===== src/sv/assert_macros.svh =====
// ----------------------------------------------------------------------------
// assertion helpers included by rf_power_setpoint_and_bias_loop
// ----------------------------------------------------------------------------
`ifndef ASSERT_MACROS_SVH
`define ASSERT_MACROS_SVH

// property holds at every edge outside reset
`define RFP_ASSERT(lbl, clk, rst_n, prop, msg) \
  lbl: assert property (@(posedge clk) disable iff (!rst_n) (prop)) \
    else $error(msg);

// consequent holds at the edge after the antecedent
`define RFP_ASSERT_NEXT(lbl, clk, rst_n, pre, post, msg) \
  lbl: assert property (@(posedge clk) disable iff (!rst_n) (pre) |=> (post)) \
    else $error(msg);

`endif


===== src/sv/rfpwr_pkg.sv =====
// ----------------------------------------------------------------------------
// rfpwr_pkg
// types, constants and calibration tables of the tx power regulator
// ----------------------------------------------------------------------------
`timescale 1ns / 1ps

package rfpwr_pkg;

  // grid shape and level offset
  localparam int FREQ_POINTS  = 9;
  localparam int POWER_POINTS = 7;
  localparam int DB_OFFSET_Q4 = 0;

  localparam int ROW_W = $clog2(POWER_POINTS);
  localparam int COL_W = $clog2(FREQ_POINTS);

  // field widths
  localparam int FREQ_W   = 13;
  localparam int PWM_W    = 12;
  localparam int LEVEL_W  = 10;
  localparam int SAMPLE_W = 12;
  localparam int TARGET_W = 11;
  localparam int DEN_W    = 12;

  // frequency grid
  localparam int FREQ_MIN  = 5600;
  localparam int FREQ_MAX  = 6000;
  localparam int FREQ_STEP = 50;

  // reset values and fixed levels
  localparam logic [FREQ_W-1:0]   FREQ_RESET       = 13'd5800;
  localparam logic [PWM_W-1:0]    PWM_LOW_RESET    = 12'd2000;
  localparam logic [PWM_W-1:0]    PWM_HIGH_RESET   = 12'd2500;
  localparam logic [TARGET_W-1:0] OVERDRIVE_TARGET = 11'd1500;
  localparam logic [TARGET_W-1:0] TARGET_MAX       = 11'd2047;
  localparam logic [LEVEL_W-1:0]  LEVEL_OFF_Q4     = 10'd320;
  localparam logic [LEVEL_W-1:0]  LEVEL_MAX_Q4     = 10'd512;

  // configuration port
  localparam int CFG_IDX_W  = 2;
  localparam int CFG_DATA_W = 13;
  localparam logic [CFG_IDX_W-1:0] REG_FREQ      = 2'd0;
  localparam logic [CFG_IDX_W-1:0] REG_PWM_LOW   = 2'd1;
  localparam logic [CFG_IDX_W-1:0] REG_PWM_HIGH  = 2'd2;

  // command codes
  localparam logic CMD_SET_POWER = 1'b0;
  localparam logic CMD_TICK      = 1'b1;

  typedef struct packed {
    logic                cmd;
    logic [LEVEL_W-1:0]  power_dbm_q4;
    logic [SAMPLE_W-1:0] detector_sample;
  } rfpwr_in_t;

  typedef struct packed {
    logic [PWM_W-1:0]    pwm_duty;
    logic                amp_enable;
    logic [TARGET_W-1:0] detector_target;
  } rfpwr_out_t;

  // level grid points in whole dBm
  localparam logic [5:0] GRID_DBM [POWER_POINTS] = '{
    6'd20, 6'd23, 6'd26, 6'd28, 6'd29, 6'd31, 6'd32};

  // detector set-point per level row and frequency column
  localparam logic [TARGET_W-1:0] CAL_ROM [POWER_POINTS][FREQ_POINTS] = '{
    '{11'd452,  11'd454,  11'd424,  11'd430,  11'd424,  11'd432,  11'd449,
      11'd457,  11'd460},
    '{11'd530,  11'd521,  11'd518,  11'd518,  11'd524,  11'd525,  11'd536,
      11'd548,  11'd562},
    '{11'd672,  11'd651,  11'd667,  11'd664,  11'd678,  11'd678,  11'd688,
      11'd707,  11'd733},
    '{11'd821,  11'd793,  11'd807,  11'd805,  11'd820,  11'd824,  11'd840,
      11'd865,  11'd899},
    '{11'd917,  11'd887,  11'd893,  11'd893,  11'd905,  11'd914,  11'd934,
      11'd964,  11'd1002},
    '{11'd1161, 11'd1130, 11'd1098, 11'd1107, 11'd1107, 11'd1133, 11'd1170,
      11'd1210, 11'd1256},
    '{11'd1314, 11'd1286, 11'd1221, 11'd1237, 11'd1225, 11'd1264, 11'd1314,
      11'd1361, 11'd1409}};

  // calibration lookup, zero outside the grid
  function automatic logic [TARGET_W-1:0] cal_lookup(input logic [ROW_W-1:0] row,
                                                     input logic [COL_W-1:0] col);
    logic [TARGET_W-1:0] val;
    val = '0;
    if (int'(row) < POWER_POINTS && int'(col) < FREQ_POINTS) begin
      val = CAL_ROM[row][col];
    end
    return val;
  endfunction

  // grid frequency of a column in MHz
  function automatic logic [FREQ_W-1:0] grid_freq(input int idx);
    return FREQ_W'(FREQ_MIN + FREQ_STEP * idx);
  endfunction

  // level grid point in dBm*16
  function automatic logic [9:0] grid_q4(input logic [ROW_W-1:0] row);
    logic [9:0] val;
    val = '0;
    if (int'(row) < POWER_POINTS) begin
      val = {GRID_DBM[row], 4'b0000};
    end
    return val;
  endfunction

  // cell area in dBm*16 by MHz of a level segment
  function automatic logic [DEN_W-1:0] seg_den(input logic [ROW_W-1:0] row);
    logic [DEN_W-1:0] val;
    val = '0;
    for (int i = 0; i < POWER_POINTS - 1; i++) begin
      if (int'(row) == i) begin
        val = DEN_W'(16 * FREQ_STEP * (int'(GRID_DBM[i+1]) - int'(GRID_DBM[i])));
      end
    end
    return val;
  endfunction

endpackage


===== src/sv/rf_power_setpoint_and_bias_loop.sv =====
// ----------------------------------------------------------------------------
// rf_power_setpoint_and_bias_loop
// tx power regulator: detector set-point from a calibration grid and a
// bias pwm loop that steps toward the set-point on every control tick
// ----------------------------------------------------------------------------
//  channel | direction | handshake               | beat
//  in      | sink      | in_valid_i / in_ready_o | rfpwr_in_t
//  out     | source    | out_valid_o/out_ready_i | rfpwr_out_t
//  cfg     | sink      | cfg_we_i                | cfg_idx_i, cfg_data_i
//
//  ticks, power-off, overdrive and the 32 dBm row go from idle straight to write-back.
//  interpolated levels take 6 passes through the shared
//  multiply-accumulate, one range check, 11 restoring divide steps, one
//  write-back; a negative or saturating quotient skips the divide.
//  one beat is in flight at a time; a finished beat waits in the output
//  register, and write-back stalls only while that register is still full.
//  reset is asynchronous; no clearing pass.
// ----------------------------------------------------------------------------
`timescale 1ns / 1ps
`include "assert_macros.svh"

module rf_power_setpoint_and_bias_loop (
  input  logic                                clk_i,
  input  logic                                rst_ni,
  input  logic                                in_valid_i,
  output logic                                in_ready_o,
  input  rfpwr_pkg::rfpwr_in_t                in_data_i,
  output logic                                out_valid_o,
  input  logic                                out_ready_i,
  output rfpwr_pkg::rfpwr_out_t               out_data_o,
  input  logic                                cfg_we_i,
  input  logic [rfpwr_pkg::CFG_IDX_W-1:0]     cfg_idx_i,
  input  logic [rfpwr_pkg::CFG_DATA_W-1:0]    cfg_data_i
);

  localparam int ROW_W = rfpwr_pkg::ROW_W;
  localparam int COL_W = rfpwr_pkg::COL_W;
  localparam int ACC_W = 36;
  localparam int MA_W  = 24;
  localparam int MB_W  = 11;
  localparam int REM_W = rfpwr_pkg::DEN_W + 11;
  localparam int DSR_W = rfpwr_pkg::DEN_W + 10;

  localparam logic [2:0] ST_IDLE = 3'd0;
  localparam logic [2:0] ST_MAC  = 3'd1;
  localparam logic [2:0] ST_CHK  = 3'd2;
  localparam logic [2:0] ST_DIV  = 3'd3;
  localparam logic [2:0] ST_OUT  = 3'd4;

  localparam logic [2:0] MAC_LAST = 3'd5;
  localparam logic [3:0] DIV_FIRST = 4'd10;

  // control and architectural state
  logic [2:0]                          state_q, state_d;
  logic [rfpwr_pkg::FREQ_W-1:0]        freq_q;
  logic [rfpwr_pkg::PWM_W-1:0]         pwm_lo_q, pwm_hi_q;
  logic [rfpwr_pkg::PWM_W-1:0]         pwm_q, pwm_d;
  logic [rfpwr_pkg::TARGET_W-1:0]      target_q, target_d;
  logic                                amp_q, amp_d;
  logic                                out_valid_q;
  rfpwr_pkg::rfpwr_out_t               out_q;

  // item and datapath registers
  logic                                cmd_q;
  logic [rfpwr_pkg::LEVEL_W-1:0]       level_q;
  logic [rfpwr_pkg::SAMPLE_W-1:0]      sample_q;
  logic [ROW_W-1:0]                    pr_q, pr_d;
  logic [COL_W-1:0]                    fc_q, fc_d;
  logic [COL_W-1:0]                    ctop_q, ctop_d;
  logic signed [MB_W-1:0]              dxh_q, dxl_q, dxh_d, dxl_d;
  logic [5:0]                          dyh_q, dyl_q, dyh_d, dyl_d;
  logic [2:0]                          step_q;
  logic signed [ACC_W-1:0]             acc_q, acc_d;
  logic signed [MA_W-1:0]              f1_q;
  logic [REM_W-1:0]                    rem_q;
  logic [DSR_W-1:0]                    dsr_q;
  logic [3:0]                          cnt_q;
  logic [rfpwr_pkg::TARGET_W-1:0]      calc_q;

  // front-end signals
  logic                                in_fire;
  logic                                out_free;
  logic [rfpwr_pkg::FREQ_W-1:0]        f_clamp;
  logic [COL_W-1:0]                    col_full;
  logic signed [11:0]                  x_s;
  logic signed [11:0]                  x1_s, x2_s;
  logic [rfpwr_pkg::FREQ_W-1:0]        y1;
  logic                                need_interp;

  // shared multiply-accumulate and divider signals
  logic [ROW_W-1:0]                    rom_row;
  logic [COL_W-1:0]                    rom_col;
  logic [rfpwr_pkg::TARGET_W-1:0]      rom_q;
  logic signed [MA_W-1:0]              mul_a;
  logic signed [MB_W-1:0]              mul_b;
  logic signed [MA_W+MB_W-1:0]         prod;
  logic [rfpwr_pkg::DEN_W-1:0]         den;
  logic                                num_ovf;
  logic [REM_W:0]                      trial;

  assign in_ready_o  = (state_q == ST_IDLE);
  assign in_fire     = in_valid_i && in_ready_o;
  assign out_free    = !out_valid_q || out_ready_i;
  assign out_valid_o = out_valid_q;
  assign out_data_o  = out_q;

  // frequency clamp and grid column at or below it
  always_comb begin
    if (freq_q < rfpwr_pkg::FREQ_W'(rfpwr_pkg::FREQ_MIN)) begin
      f_clamp = rfpwr_pkg::FREQ_W'(rfpwr_pkg::FREQ_MIN);
    end else if (freq_q > rfpwr_pkg::FREQ_W'(rfpwr_pkg::FREQ_MAX)) begin
      f_clamp = rfpwr_pkg::FREQ_W'(rfpwr_pkg::FREQ_MAX);
    end else begin
      f_clamp = freq_q;
    end
    col_full = '0;
    for (int i = 1; i < rfpwr_pkg::FREQ_POINTS; i++) begin
      if (f_clamp >= rfpwr_pkg::grid_freq(i)) begin
        col_full = COL_W'(i);
      end
    end
    ctop_d = col_full;
    if (int'(col_full) > rfpwr_pkg::FREQ_POINTS - 2) begin
      fc_d = COL_W'(rfpwr_pkg::FREQ_POINTS - 2);
    end else begin
      fc_d = col_full;
    end
    y1    = rfpwr_pkg::grid_freq(int'(fc_d));
    dyl_d = 6'(f_clamp - y1);
    dyh_d = 6'(rfpwr_pkg::FREQ_STEP) - dyl_d;
  end

  // level segment and distances to its grid points
  always_comb begin
    x_s  = $signed({2'b00, in_data_i.power_dbm_q4}) + 12'(rfpwr_pkg::DB_OFFSET_Q4);
    pr_d = '0;
    for (int i = 1; i < rfpwr_pkg::POWER_POINTS - 1; i++) begin
      if (x_s >= $signed({2'b00, rfpwr_pkg::grid_q4(ROW_W'(i))})) begin
        pr_d = ROW_W'(i);
      end
    end
    x1_s  = $signed({2'b00, rfpwr_pkg::grid_q4(pr_d)});
    x2_s  = $signed({2'b00, rfpwr_pkg::grid_q4(pr_d + ROW_W'(1))});
    dxl_d = MB_W'(x_s - x1_s);
    dxh_d = MB_W'(x2_s - x_s);
  end

  assign need_interp = (in_data_i.cmd == rfpwr_pkg::CMD_SET_POWER) &&
                       (in_data_i.power_dbm_q4 >= rfpwr_pkg::LEVEL_OFF_Q4) &&
                       (in_data_i.power_dbm_q4 <  rfpwr_pkg::LEVEL_MAX_Q4);

  // calibration read: four corners during mac passes, top row at write-back
  always_comb begin
    if (state_q == ST_MAC) begin
      rom_row = pr_q + ROW_W'(step_q[0]);
      rom_col = fc_q + COL_W'(step_q[1]);
    end else begin
      rom_row = ROW_W'(rfpwr_pkg::POWER_POINTS - 1);
      rom_col = ctop_q;
    end
    rom_q = rfpwr_pkg::cal_lookup(rom_row, rom_col);
  end

  // shared multiply-accumulate: corner weights, then frequency weights
  always_comb begin
    case (step_q)
      3'd4:    mul_a = acc_q[MA_W-1:0];
      3'd5:    mul_a = f1_q;
      default: mul_a = $signed({{(MA_W-rfpwr_pkg::TARGET_W){1'b0}}, rom_q});
    endcase
    case (step_q)
      3'd0, 3'd2: mul_b = dxh_q;
      3'd1, 3'd3: mul_b = dxl_q;
      3'd4:       mul_b = $signed({{(MB_W-6){1'b0}}, dyl_q});
      3'd5:       mul_b = $signed({{(MB_W-6){1'b0}}, dyh_q});
      default:    mul_b = '0;
    endcase
    prod  = mul_a * mul_b;
    acc_d = (step_q[0] ? acc_q : '0) + {prod[MA_W+MB_W-1], prod};
  end

  // divider: range check against den*2048, then one quotient bit a cycle
  assign den     = rfpwr_pkg::seg_den(pr_q);
  assign num_ovf = acc_q >= $signed({{(ACC_W-REM_W-1){1'b0}}, den, 11'b0});
  assign trial   = {1'b0, rem_q} - {{(REM_W-DSR_W+1){1'b0}}, dsr_q};

  // result of the item at write-back
  always_comb begin
    pwm_d    = pwm_q;
    target_d = target_q;
    amp_d    = amp_q;
    if (cmd_q == rfpwr_pkg::CMD_TICK) begin
      if ({1'b0, sample_q} > {2'b00, target_q}) begin
        if (pwm_q < pwm_hi_q) pwm_d = pwm_q + 1'b1;
      end else if ({1'b0, sample_q} < {2'b00, target_q}) begin
        if (pwm_q > pwm_lo_q) pwm_d = pwm_q - 1'b1;
      end
    end else if (level_q < rfpwr_pkg::LEVEL_OFF_Q4) begin
      target_d = '0;
      pwm_d    = pwm_hi_q;
      amp_d    = 1'b0;
    end else if (level_q > rfpwr_pkg::LEVEL_MAX_Q4) begin
      target_d = rfpwr_pkg::OVERDRIVE_TARGET;
      pwm_d    = pwm_lo_q;
      amp_d    = 1'b1;
    end else if (level_q == rfpwr_pkg::LEVEL_MAX_Q4) begin
      target_d = rom_q;
      amp_d    = 1'b1;
    end else begin
      target_d = calc_q;
      amp_d    = 1'b1;
    end
  end

  // sequencer
  always_comb begin
    state_d = state_q;
    case (state_q)
      ST_IDLE: if (in_fire) state_d = need_interp ? ST_MAC : ST_OUT;
      ST_MAC:  if (step_q == MAC_LAST) state_d = ST_CHK;
      ST_CHK:  state_d = (acc_q[ACC_W-1] || num_ovf) ? ST_OUT : ST_DIV;
      ST_DIV:  if (cnt_q == '0) state_d = ST_OUT;
      ST_OUT:  if (out_free) state_d = ST_IDLE;
      default: state_d = ST_IDLE;
    endcase
  end

  // control registers
  always_ff @(posedge clk_i or negedge rst_ni) begin
    if (!rst_ni) begin
      state_q     <= ST_IDLE;
      out_valid_q <= 1'b0;
      freq_q      <= rfpwr_pkg::FREQ_RESET;
      pwm_lo_q    <= rfpwr_pkg::PWM_LOW_RESET;
      pwm_hi_q    <= rfpwr_pkg::PWM_HIGH_RESET;
      pwm_q       <= rfpwr_pkg::PWM_HIGH_RESET;
      target_q    <= '0;
      amp_q       <= 1'b0;
    end else begin
      state_q <= state_d;
      if (state_q == ST_OUT && out_free) begin
        out_valid_q <= 1'b1;
        pwm_q       <= pwm_d;
        target_q    <= target_d;
        amp_q       <= amp_d;
      end else if (out_ready_i) begin
        out_valid_q <= 1'b0;
      end
      // register writes
      if (cfg_we_i) begin
        case (cfg_idx_i)
          rfpwr_pkg::REG_FREQ:     freq_q   <= cfg_data_i;
          rfpwr_pkg::REG_PWM_LOW:  pwm_lo_q <= cfg_data_i[rfpwr_pkg::PWM_W-1:0];
          rfpwr_pkg::REG_PWM_HIGH: pwm_hi_q <= cfg_data_i[rfpwr_pkg::PWM_W-1:0];
          default: ;
        endcase
      end
    end
  end

  // datapath registers
  always_ff @(posedge clk_i) begin
    if (in_fire) begin
      cmd_q    <= in_data_i.cmd;
      level_q  <= in_data_i.power_dbm_q4;
      sample_q <= in_data_i.detector_sample;
      pr_q     <= pr_d;
      fc_q     <= fc_d;
      ctop_q   <= ctop_d;
      dxh_q    <= dxh_d;
      dxl_q    <= dxl_d;
      dyh_q    <= dyh_d;
      dyl_q    <= dyl_d;
      step_q   <= '0;
    end
    case (state_q)
      ST_MAC: begin
        acc_q  <= acc_d;
        step_q <= step_q + 3'd1;
        if (step_q == 3'd2) f1_q <= acc_q[MA_W-1:0];
      end
      ST_CHK: begin
        rem_q  <= acc_q[REM_W-1:0];
        dsr_q  <= {den, 10'b0};
        cnt_q  <= DIV_FIRST;
        calc_q <= acc_q[ACC_W-1] ? '0 : rfpwr_pkg::TARGET_MAX;
      end
      ST_DIV: begin
        if (!trial[REM_W]) rem_q <= trial[REM_W-1:0];
        dsr_q  <= dsr_q >> 1;
        cnt_q  <= cnt_q - 4'd1;
        calc_q <= {calc_q[rfpwr_pkg::TARGET_W-2:0], ~trial[REM_W]};
      end
      ST_OUT: begin
        if (out_free) out_q <= '{pwm_duty: pwm_d, amp_enable: amp_d,
                                 detector_target: target_d};
      end
      default: ;
    endcase
  end

  // checks
  `RFP_ASSERT_NEXT(a_one_item, clk_i, rst_ni, in_valid_i && in_ready_o, !in_ready_o,
                   "input taken while an item is in flight")
  `RFP_ASSERT(a_div_bound, clk_i, rst_ni,
              (state_q != ST_DIV) || (rem_q < {dsr_q, 1'b0}),
              "divider remainder out of range")
  `RFP_ASSERT(a_off_target, clk_i, rst_ni, amp_q || (target_q == '0),
              "set-point nonzero with amplifier off")
  `RFP_ASSERT(a_beat_source, clk_i, rst_ni,
              $rose(out_valid_q) |-> ($past(state_q) == ST_OUT),
              "output beat loaded outside write-back")

endmodule


===== config.mk =====
export PLATFORM = sky130hd
export DESIGN_NAME = rf_power_setpoint_and_bias_loop
export DESIGN_NICKNAME = d
export VERILOG_FILES = /design/src/sv/rfpwr_pkg.sv /design/src/sv/rf_power_setpoint_and_bias_loop.sv
export VERILOG_INCLUDE_DIRS = /design/src /design/src/sv
export SDC_FILE = /design/constraint.sdc
export NUM_CORES = 1
export LEC_CHECK = 0
export ABC_CLOCK_PERIOD_IN_PS = 25800
export BUFFER_PORTS_ARGS = -buffer_cell sky130_fd_sc_hd__buf_2
export CAP_MARGIN = 20
export CORE_AREA = 2 2 215 217
export DETAILED_ROUTE_END_ITERATION = 8
export DIE_AREA = 0 0 217 219
export PLACE_DENSITY_LB_ADDON = 0.12
export SETUP_SLACK_MARGIN = 0.5
export SYNTH_ARGS = -nofsm -noshare
export SYNTH_HDL_FRONTEND = slang
export SYNTH_SLANG_ARGS = --single-unit

===== constraint.sdc =====
create_clock -name clk_i -period 25.8 [get_ports clk_i]
set_clock_uncertainty 0.2 [all_clocks]
set_input_delay 2.58 -clock clk_i [delete_from_list [all_inputs] [get_ports clk_i]]
set_output_delay 2.58 -clock clk_i [all_outputs]
set_load 0.03 [all_outputs]

==> summary.md, run 1 <==
| Metric | Value |
|---|---|
| Clk sinks | 274 |
| Final setup TNS | 0 ps |
| Count of unique library cells instantiated by Yosys | 90 |
| Arrival time of the worst setup path | around 13000 ps |
| Number of buffer and inverter stages on the critical path | 5 |
| Pin count of the biggest net entering global routing | 72 |
| Post-synthesis to final-layout area growth | 7.18% |
| Maximum net fanout on the critical path | 46 |
| Buffer depth of the longest clock path | 3 |
| Critical-path cell with the highest stage delay | sky130_fd_sc_hd__inv_2 |
| Routed vias | 20800 |
| H-tree depth | 1 |
| Average size of a mapped cell | roughly 9.6 um^2 |
| Count of input and output buffers | a little under 70 |
| Number of primary I/O pins | 69 |
| Top_reg_cell synth | sky130_fd_sc_hd__edfxtp_1 |
| Placer Congestion | a little over 0.9 |
| Largest incremental delay on the critical path | a little under 800 ps |
| Routed wire per std cell | a little over 20 um |
| Worst Setup Start Kind | flip-flop |
| Class of the worst hold path | flip-flop to flip-flop |
| CTS tree | built |
| Max cap viols | 0 |
| Number of synthesis warnings | 0 |
| Dpl hpwl | ~55000 um |
| Final Cycle Share | about half |
| Upper clock frequency limit | 0.0796 GHz |
| Total number of placement rows | 78 |
| Max Transition Viols Final | 0 |
| Number of antenna violations at the first check in global routing | 0 |
| Fillcell total | roughly 3800 |
| Cts bufs inserted | 29 |
| Via count of the first global-routing pass | about 21000 |
| Clock latency reported for the late side of the worst-skew pair | ~560 ps |
| Hold Buf Count CTS | 0 |
| Post-Synthesis Cells | around 2800 |
| Post-synthesis instance area | around 27000 um^2 |
| RSZ-0062 raised after global routing | no |
| Final Hold Vio Count | 0 |
| Height of the die | ~220 um |
| Most prevalent standard cell on the critical path | sky130_fd_sc_hd__fa_1 |
| Die outline width | roughly 220 um |
| Relative slew slack | a little over a quarter |
| Placed cell area | ~28000 um^2 |
| Critical Path Sink Type | flip-flop |
| ANT nets after route | 0 |
| Worst-path clk slew | about 70 ps |
| Worst endpoint required time | ~26000 ps |
| Post-synth EDFFs | approximately 210 |
| Core region area | 45100 um^2 |
| Resize count post-CTS | 0 |
| Share of post-route cells with drive strength above 1 | under 10% |
| Most common cell after layout, fill and taps aside | sky130_fd_sc_hd__inv_1 |
| Via-to-Cell Ratio | roughly 6 |
| Post-route cell area | between 20000 and 30000 um^2 |
| Setup-failing EPs final | 0 |
| Final min period | about 13000 ps |
| Top Family by Delay on Critical Path | adder cells |
| Sequential cell area fraction in the yosys report | roughly 30% |
| Number of search-and-repair iterations in the first detailed-routing pass | 6 |
| Total Die Area | around 48000 um^2 |
| Commonest non-fill, non-tap cells in the layout | 383 x sky130_fd_sc_hd__inv_1, 304 x sky130_fd_sc_hd__nand2_1, 238 x sky130_fd_sc_hd__fa_1 |
| Root cell of the clock tree | sky130_fd_sc_hd__clkbuf_16 |
| Overall routing resource usage | a little under a third |
| Count of state elements after synthesis | about 270 |
| Run status | finished clean |
| Count of buffers added by post-CTS timing repair for setup | 0 |
| Slew at the pin closest to its max-slew limit | 1100 ps |
| Number of DRC violations after detailed routing | 0 |
| Global-route wire length before repair | 115000 um |
| First DRT Iteration DRCs | 1606 |
| Number of antenna diodes | 0 |
| Residual overflow from global routing | 0 |
| NumNets Final | 3331 |
| Share of async-settable or async-resettable flops after synthesis | between 20% and 30% |
| Starting utilization of the core area | between 50% and 60% |
| Routed WL | just over 70000 um |
| Critical path class | flip-flop to flip-flop |
-- registers in the layout, summed over array words and instances, names as in the netlist, 11 cells and up --
register    cells
pwm_lo_q       12
dsr_q          22
pwm_hi_q       12
target_q       11
calc_q         11
acc_q          36
rem_q          23
sample_q       12
pwm_q          12
freq_q         13
out_data_o     24
f1_q           24
-- synthesized netlist by cell type, drive strengths merged, types with 23 or more instances --
cell type,count,area (um^2)
and2,71,444
inv,387,1450
a21oi,152,780
fa,238,4760
nand3,40,200
a22o,29,254
dfrtp,43,1080
nand2,305,1140
o21ai,111,559
xnor2,82,726
a21o,57,428
a22oi,23,173
ha,220,2750
edfxtp,209,6280
xor2,39,342
nor2b,32,208
mux2,51,574
nor2,217,822
nor3,35,175
clkbuf,81,304
-- cells by family after synthesis --
kind of cell,Yosys count,share of synthesized area [%]
multiplexers,71,2.95
XOR/XNOR,122,4.07
AND/OR/NAND/NOR,802,13.8
other,1,0.0140
flip-flops,274,29.6
adder cells (fa/ha/maj),461,28.2
AO/OA/AOI/OAI,578,14.4
buffers and inverters,490,7.02
-- per-stage QoR --
| stage | worst slack, ps | cells | hold WS [ps] | utilization (%) |
|---|---|---|---|---|
| CTS | 13400 | 3452 | 311 | 63.7 |
| global placement | 13760 | 3399 | 287 | 61.6 |
| global route | 12570 | 3452 | 324 | 63.7 |
| detailed placement | 13440 | 3399 | 297 | 61.6 |
| floorplan | 15560 | 2800 | 271 | - |
| finish | 13240 | 3452 | 308 | 63.7 |
-- worst register-to-register path: cells and delay by family, from the launching register on --
kind	cells	cell delay, ps
compound gates	17	3540
xor+xnor	1	100
fa+ha+maj	8	3820
buf+inv	5	1240
flops	1	540
simple gates	10	2890
-- path summary, 6_finish.rpt --
path	depth (start not counted)	slack (ps)	to	from
max	41	13240	acc_q[35]$_DFFE_PN_	state_q[0]$_DFFE_PN0P_
min	1	310	pwm_lo_q[3]$_DFFE_PN0P_	pwm_lo_q[3]$_DFFE_PN0P_
max reg2reg	41	13240	acc_q[35]$_DFFE_PN_	state_q[0]$_DFFE_PN0P_
min reg2reg	1	310	pwm_lo_q[3]$_DFFE_PN0P_	pwm_lo_q[3]$_DFFE_PN0P_
max in group asynchronous	2	22810	freq_q[11]$_DFFE_PN0P_	rst_ni
min in group asynchronous	2	1980	target_q[8]$_DFFE_PN0P_	rst_ni
-- layout make-up --
class                   count  area, um^2  area share, %
clock buffers              34         787           2.74
clock inverters            19         168          0.584
inverters                 387        1450           5.06
multi-input cells        2036       17000           59.3
flip-flops and latches    274        7930           27.6
well taps                 600         751           2.61
repair buffers            102         596           2.07
-- per-layer routing --
layer | vias up | GRT usage (%) | part of all wire, %
li1 | 9598 | - | -
met1 | 10300 | 39.5 | 41
met3 | 170 | 2.72 | 5.2
met2 | 694 | 53.5 | 49
met5 | - | 0 | 0
met4 | 0 | 11.8 | 4.1
Power of run 1 is left out: the tool's default activity adds up to more than one toggle a clock period on the data nets, which glitch-free logic cannot reach.
==> run 2, diff against run 1 <==
- ABC_AREA: default -> 1
- ABC_CLOCK_PERIOD_IN_PS: 25800 -> 10500
- CORE_AREA: 2 2 215 217 -> 2 2 217 219
- DIE_AREA: 0 0 217 219 -> 0 0 219 221
- clock period: 25.8 -> 10.5 ns (I/O delays scaled with it)
==> summary.md, run 2 <==
| Metric | Value |
|---|---|
| Run status | finished clean |
| Average size of a mapped cell | 8.33 um^2 (-13%) |
| CTS tree | built |
| Global-route wire length before repair | 117000 um (+2.4%) |
| Area taken by flip-flops and latches | 7930 um^2 (about the same) |
| Worst R2R Start | pr_q[0]$_DFFE_PP_ |
| Count of state elements after synthesis | 274 (unchanged) |
| Area used by multi-input combinational logic | 16300 um^2 (-4.2%) |
| Biggest register | acc_q |
| ANT nets after route | 0 (unchanged) |
| Worst endpoint required time | 10600 ps (-15310 ps) |
| Number of DRC violations after detailed routing | 0 (unchanged) |
| Share of post-route cells with drive strength above 1 | 9.36% (-0.11 points) |
| Root cell of the clock tree | sky130_fd_sc_hd__clkbuf_16 |
| Number of synthesis warnings | 0 (unchanged) |
| Post-synthesis to final-layout area growth | 9.30% |
| Placer Congestion | 0.930 (+0.65%) |
| Arrival time of the worst setup path | 9620 ps (-3050 ps) |
| Number of antenna diodes | 0 (unchanged) |
| Critical Path Sink Type | flip-flop |
| Core region area | 46100 um^2 (+2.2%) |
| Slew at the pin closest to its max-slew limit | 1150 ps (+48.4 ps) |
| Top post-synthesis cells by area | sky130_fd_sc_hd__edfxtp_1 23%, sky130_fd_sc_hd__fa_1 18%, sky130_fd_sc_hd__ha_1 10% |
| Hold Buf Count CTS | 0 (unchanged) |
| Critical path class | flip-flop to flip-flop |
| Starting utilization of the core area | 58.6% (-0.79 points) |
| Commonest non-fill, non-tap cells in the layout | 677 x sky130_fd_sc_hd__nand2_1, 662 x sky130_fd_sc_hd__inv_1, 238 x sky130_fd_sc_hd__fa_1 |
| Minimum setup slack among reg-to-reg paths | 980 ps (-12260 ps) |
| Fillcell total | 4035 (+5.5%) |
| Clock latency reported for the late side of the worst-skew pair | 560 ps (about the same) |
| Routed vias | 22300 (+7.2%) |
| Final setup TNS | 0 ps (unchanged) |
| Non-Filler Instances | 3974 (+15%) |
| Count of unique library cells instantiated by Yosys | 67 (-26%) |
| Cts bufs inserted | 30 (+3.4%) |
| Sequential cell area fraction in the yosys report | 29.4% (-0.24 points) |
| Dpl hpwl | 58200 um (+6.1%) |
| Upper clock frequency limit | 0.105 GHz (+32%) |
| Most prevalent standard cell on the critical path | sky130_fd_sc_hd__nand2_1 |
| RSZ-0062 raised after global routing | yes |
| Largest incremental delay on the critical path | 560 ps (-220 ps) |
| First DRT Iteration DRCs | 1861 (+16%) |
| Number of antenna violations at the first check in global routing | 1 (+1) |
| Pin count of the biggest net entering global routing | 66 (-8.3%) |
| Final Hold Vio Count | 0 (unchanged) |
| Routed wire per std cell | 18.4 um (-10%) |
| FF-to-FF End | acc_q[34]$_DFFE_PN_ |
| Class of the worst hold path | flip-flop to flip-flop |
| Total Die Area | 48400 um^2 (+1.8%) |
| Top cell type by total area after synthesis | sky130_fd_sc_hd__edfxtp_1 |
| Top_reg_cell synth | sky130_fd_sc_hd__edfxtp_1 |
| Number of primary I/O pins | 69 (unchanged) |
| Maximum net fanout on the critical path | 7 (-85%) |
| Overall routing resource usage | 30.5% (-0.13 points) |
| Post-synthesis instance area | 27000 um^2 (+0.80%) |
| Worst Setup Start Kind | flip-flop |
| R2r worst-path depth | 44 (+7.3%) |
| Routed WL | 73000 um (+3.1%) |
| NumNets Final | 3844 (+15%) |
| Die outline width | 219 um (+0.92%) |
| Worst-path clk slew | 60 ps (about the same) |
| Post-synth EDFFs | 209 (unchanged) |
| Critical-path cell with the highest stage delay | sky130_fd_sc_hd__fa_1 |
| Max reg flops | 36 (unchanged) |
| Height of the die | 221 um (+0.91%) |
| Count leader, synth | sky130_fd_sc_hd__nand2_1 |
| Launch point of the worst hold path | pwm_hi_q[4]$_DFFE_PN0P_ |
| Clk sinks | 274 (unchanged) |
| Residual overflow from global routing | 0 (unchanged) |
| Max Transition Viols Final | 0 (unchanged) |
| Final Cycle Share | 90.7% (+42 points) |
| Most instantiated cells after synthesis | 679 x sky130_fd_sc_hd__nand2_1, 669 x sky130_fd_sc_hd__inv_1, 238 x sky130_fd_sc_hd__fa_1 |
| Capture endpoint of the worst hold path | pwm_hi_q[4]$_DFFE_PN0P_ |
| Share of async-settable or async-resettable flops after synthesis | 23.7% (unchanged) |
| Count of input and output buffers | 68 (unchanged) |
| Final min period | 9520 ps (-3040 ps) |
| H-tree depth | 1 (unchanged) |
| Relative slew slack | 23.4% (-3.2 points) |
| Portion of synthesized cell area occupied by the leading cell type | 23.2% (-0.19 points) |
| Most common cell after layout, fill and taps aside | sky130_fd_sc_hd__nand2_1 |
| Via count of the first global-routing pass | 22200 (+3.4%) |
| Setup-failing EPs final | 0 (unchanged) |
| Total number of placement rows | 79 (+1.3%) |
| Instance count along the most critical hold path | 2 (+1) |
| Number of search-and-repair iterations in the first detailed-routing pass | 6 (unchanged) |
| Buffer depth of the longest clock path | 3 (unchanged) |
| Via-to-Cell Ratio | 5.61 (-6.9%) |
| Post-Synthesis Cells | 3244 (+16%) |
| Placed Cells | 3896 (+15%) |
| Max cap viols | 0 (unchanged) |
-- run 2: per-layer routing --
metal  GRT usage (%)  up-vias  routed length (um)
li1                -    10500                   -
met1            44.7    10800               32300
met2            48.9      815               33900
met3            4.29       99                5610
met4            5.08        0                1280
met5               0        -                   0
-- run 2: cell families (layout without fill, tap and decap cells) --
group / Yosys count / count (layout) / share of synthesized area (%)
adders and majority gates: 458 / 458 / 27.8
DFF: 274 / 274 / 29.4
AOI/OAI and AO/OA: 551 / 551 / 11.8
buffers and inverters: 763 / 884 / 10.7
and+or+nand+nor: 1081 / 1082 / 16.5
other: 1 / 2 / 0.0139
xor gates and xnor gates: 116 / 116 / 3.76
-- run 2: repair_timing --
item | in CTS | in global routing
pin swaps | 1 | 9
endpoints found under the setup margin | 5 | 10
gates resized for setup | 4 | 41
gates cloned | 0 | 3
setup buffers | 4 | 12
-- run 2: worst max-delay path by stage --
| stage | startpoint | endpoint | slack, ps | depth (start not counted) |
|---|---|---|---|---|
| after floorplan | step_q[0]$_SDFFCE_PP0P_ | acc_q[34]$_DFFE_PN_ | 1560 | 42 |
| after CTS | step_q[0]$_SDFFCE_PP0P_ | acc_q[34]$_DFFE_PN_ | 520 | 42 |
| final | pr_q[0]$_DFFE_PP_ | acc_q[34]$_DFFE_PN_ | 980 | 44 |
| after detailed placement | state_q[1]$_DFFE_PN0P_ | acc_q[34]$_DFFE_PN_ | 270 | 46 |
| after global placement | state_q[1]$_DFFE_PN0P_ | acc_q[34]$_DFFE_PN_ | 480 | 47 |
| after global routing | step_q[0]$_SDFFCE_PP0P_ | acc_q[35]$_DFFE_PN_ | 400 | 34 |
-- run 2: per-stage QoR --
stage	setup WS [ps]	instance area [um^2]	hold slack, ps	util [%]
2_1_floorplan	1560	27000	250	-
3_3_place_gp	478	28200	268	61.2
3_5_place_dp	271	28200	274	61.2
4_1_cts	524	29200	288	63.4
5_1_grt	404	29500	300	64.1
6_report	981	29500	288	64.1
-- run 2: layout make-up --
cell class | instances | area share (%)
flip-flops and latches | 274 | 26.9
repair inverters | 2 | 0.0424
well taps | 607 | 2.57
clock inverters | 8 | 0.140
clock buffers | 48 | 3.12
inverters | 695 | 8.95
repair buffers | 131 | 3.03
multi-input cells | 2209 | 55.3
-- run 2: critical path, delay by kind of cell (launching register included) --
kind / cells / cell delay [ps]
fa+ha+maj: 9 / 3790
simple gates: 15 / 2030
compound gates: 11 / 1780
buf+inv: 6 / 540
xor+xnor: 3 / 480
flops: 1 / 430
Power of run 2 is left out for the same reason.
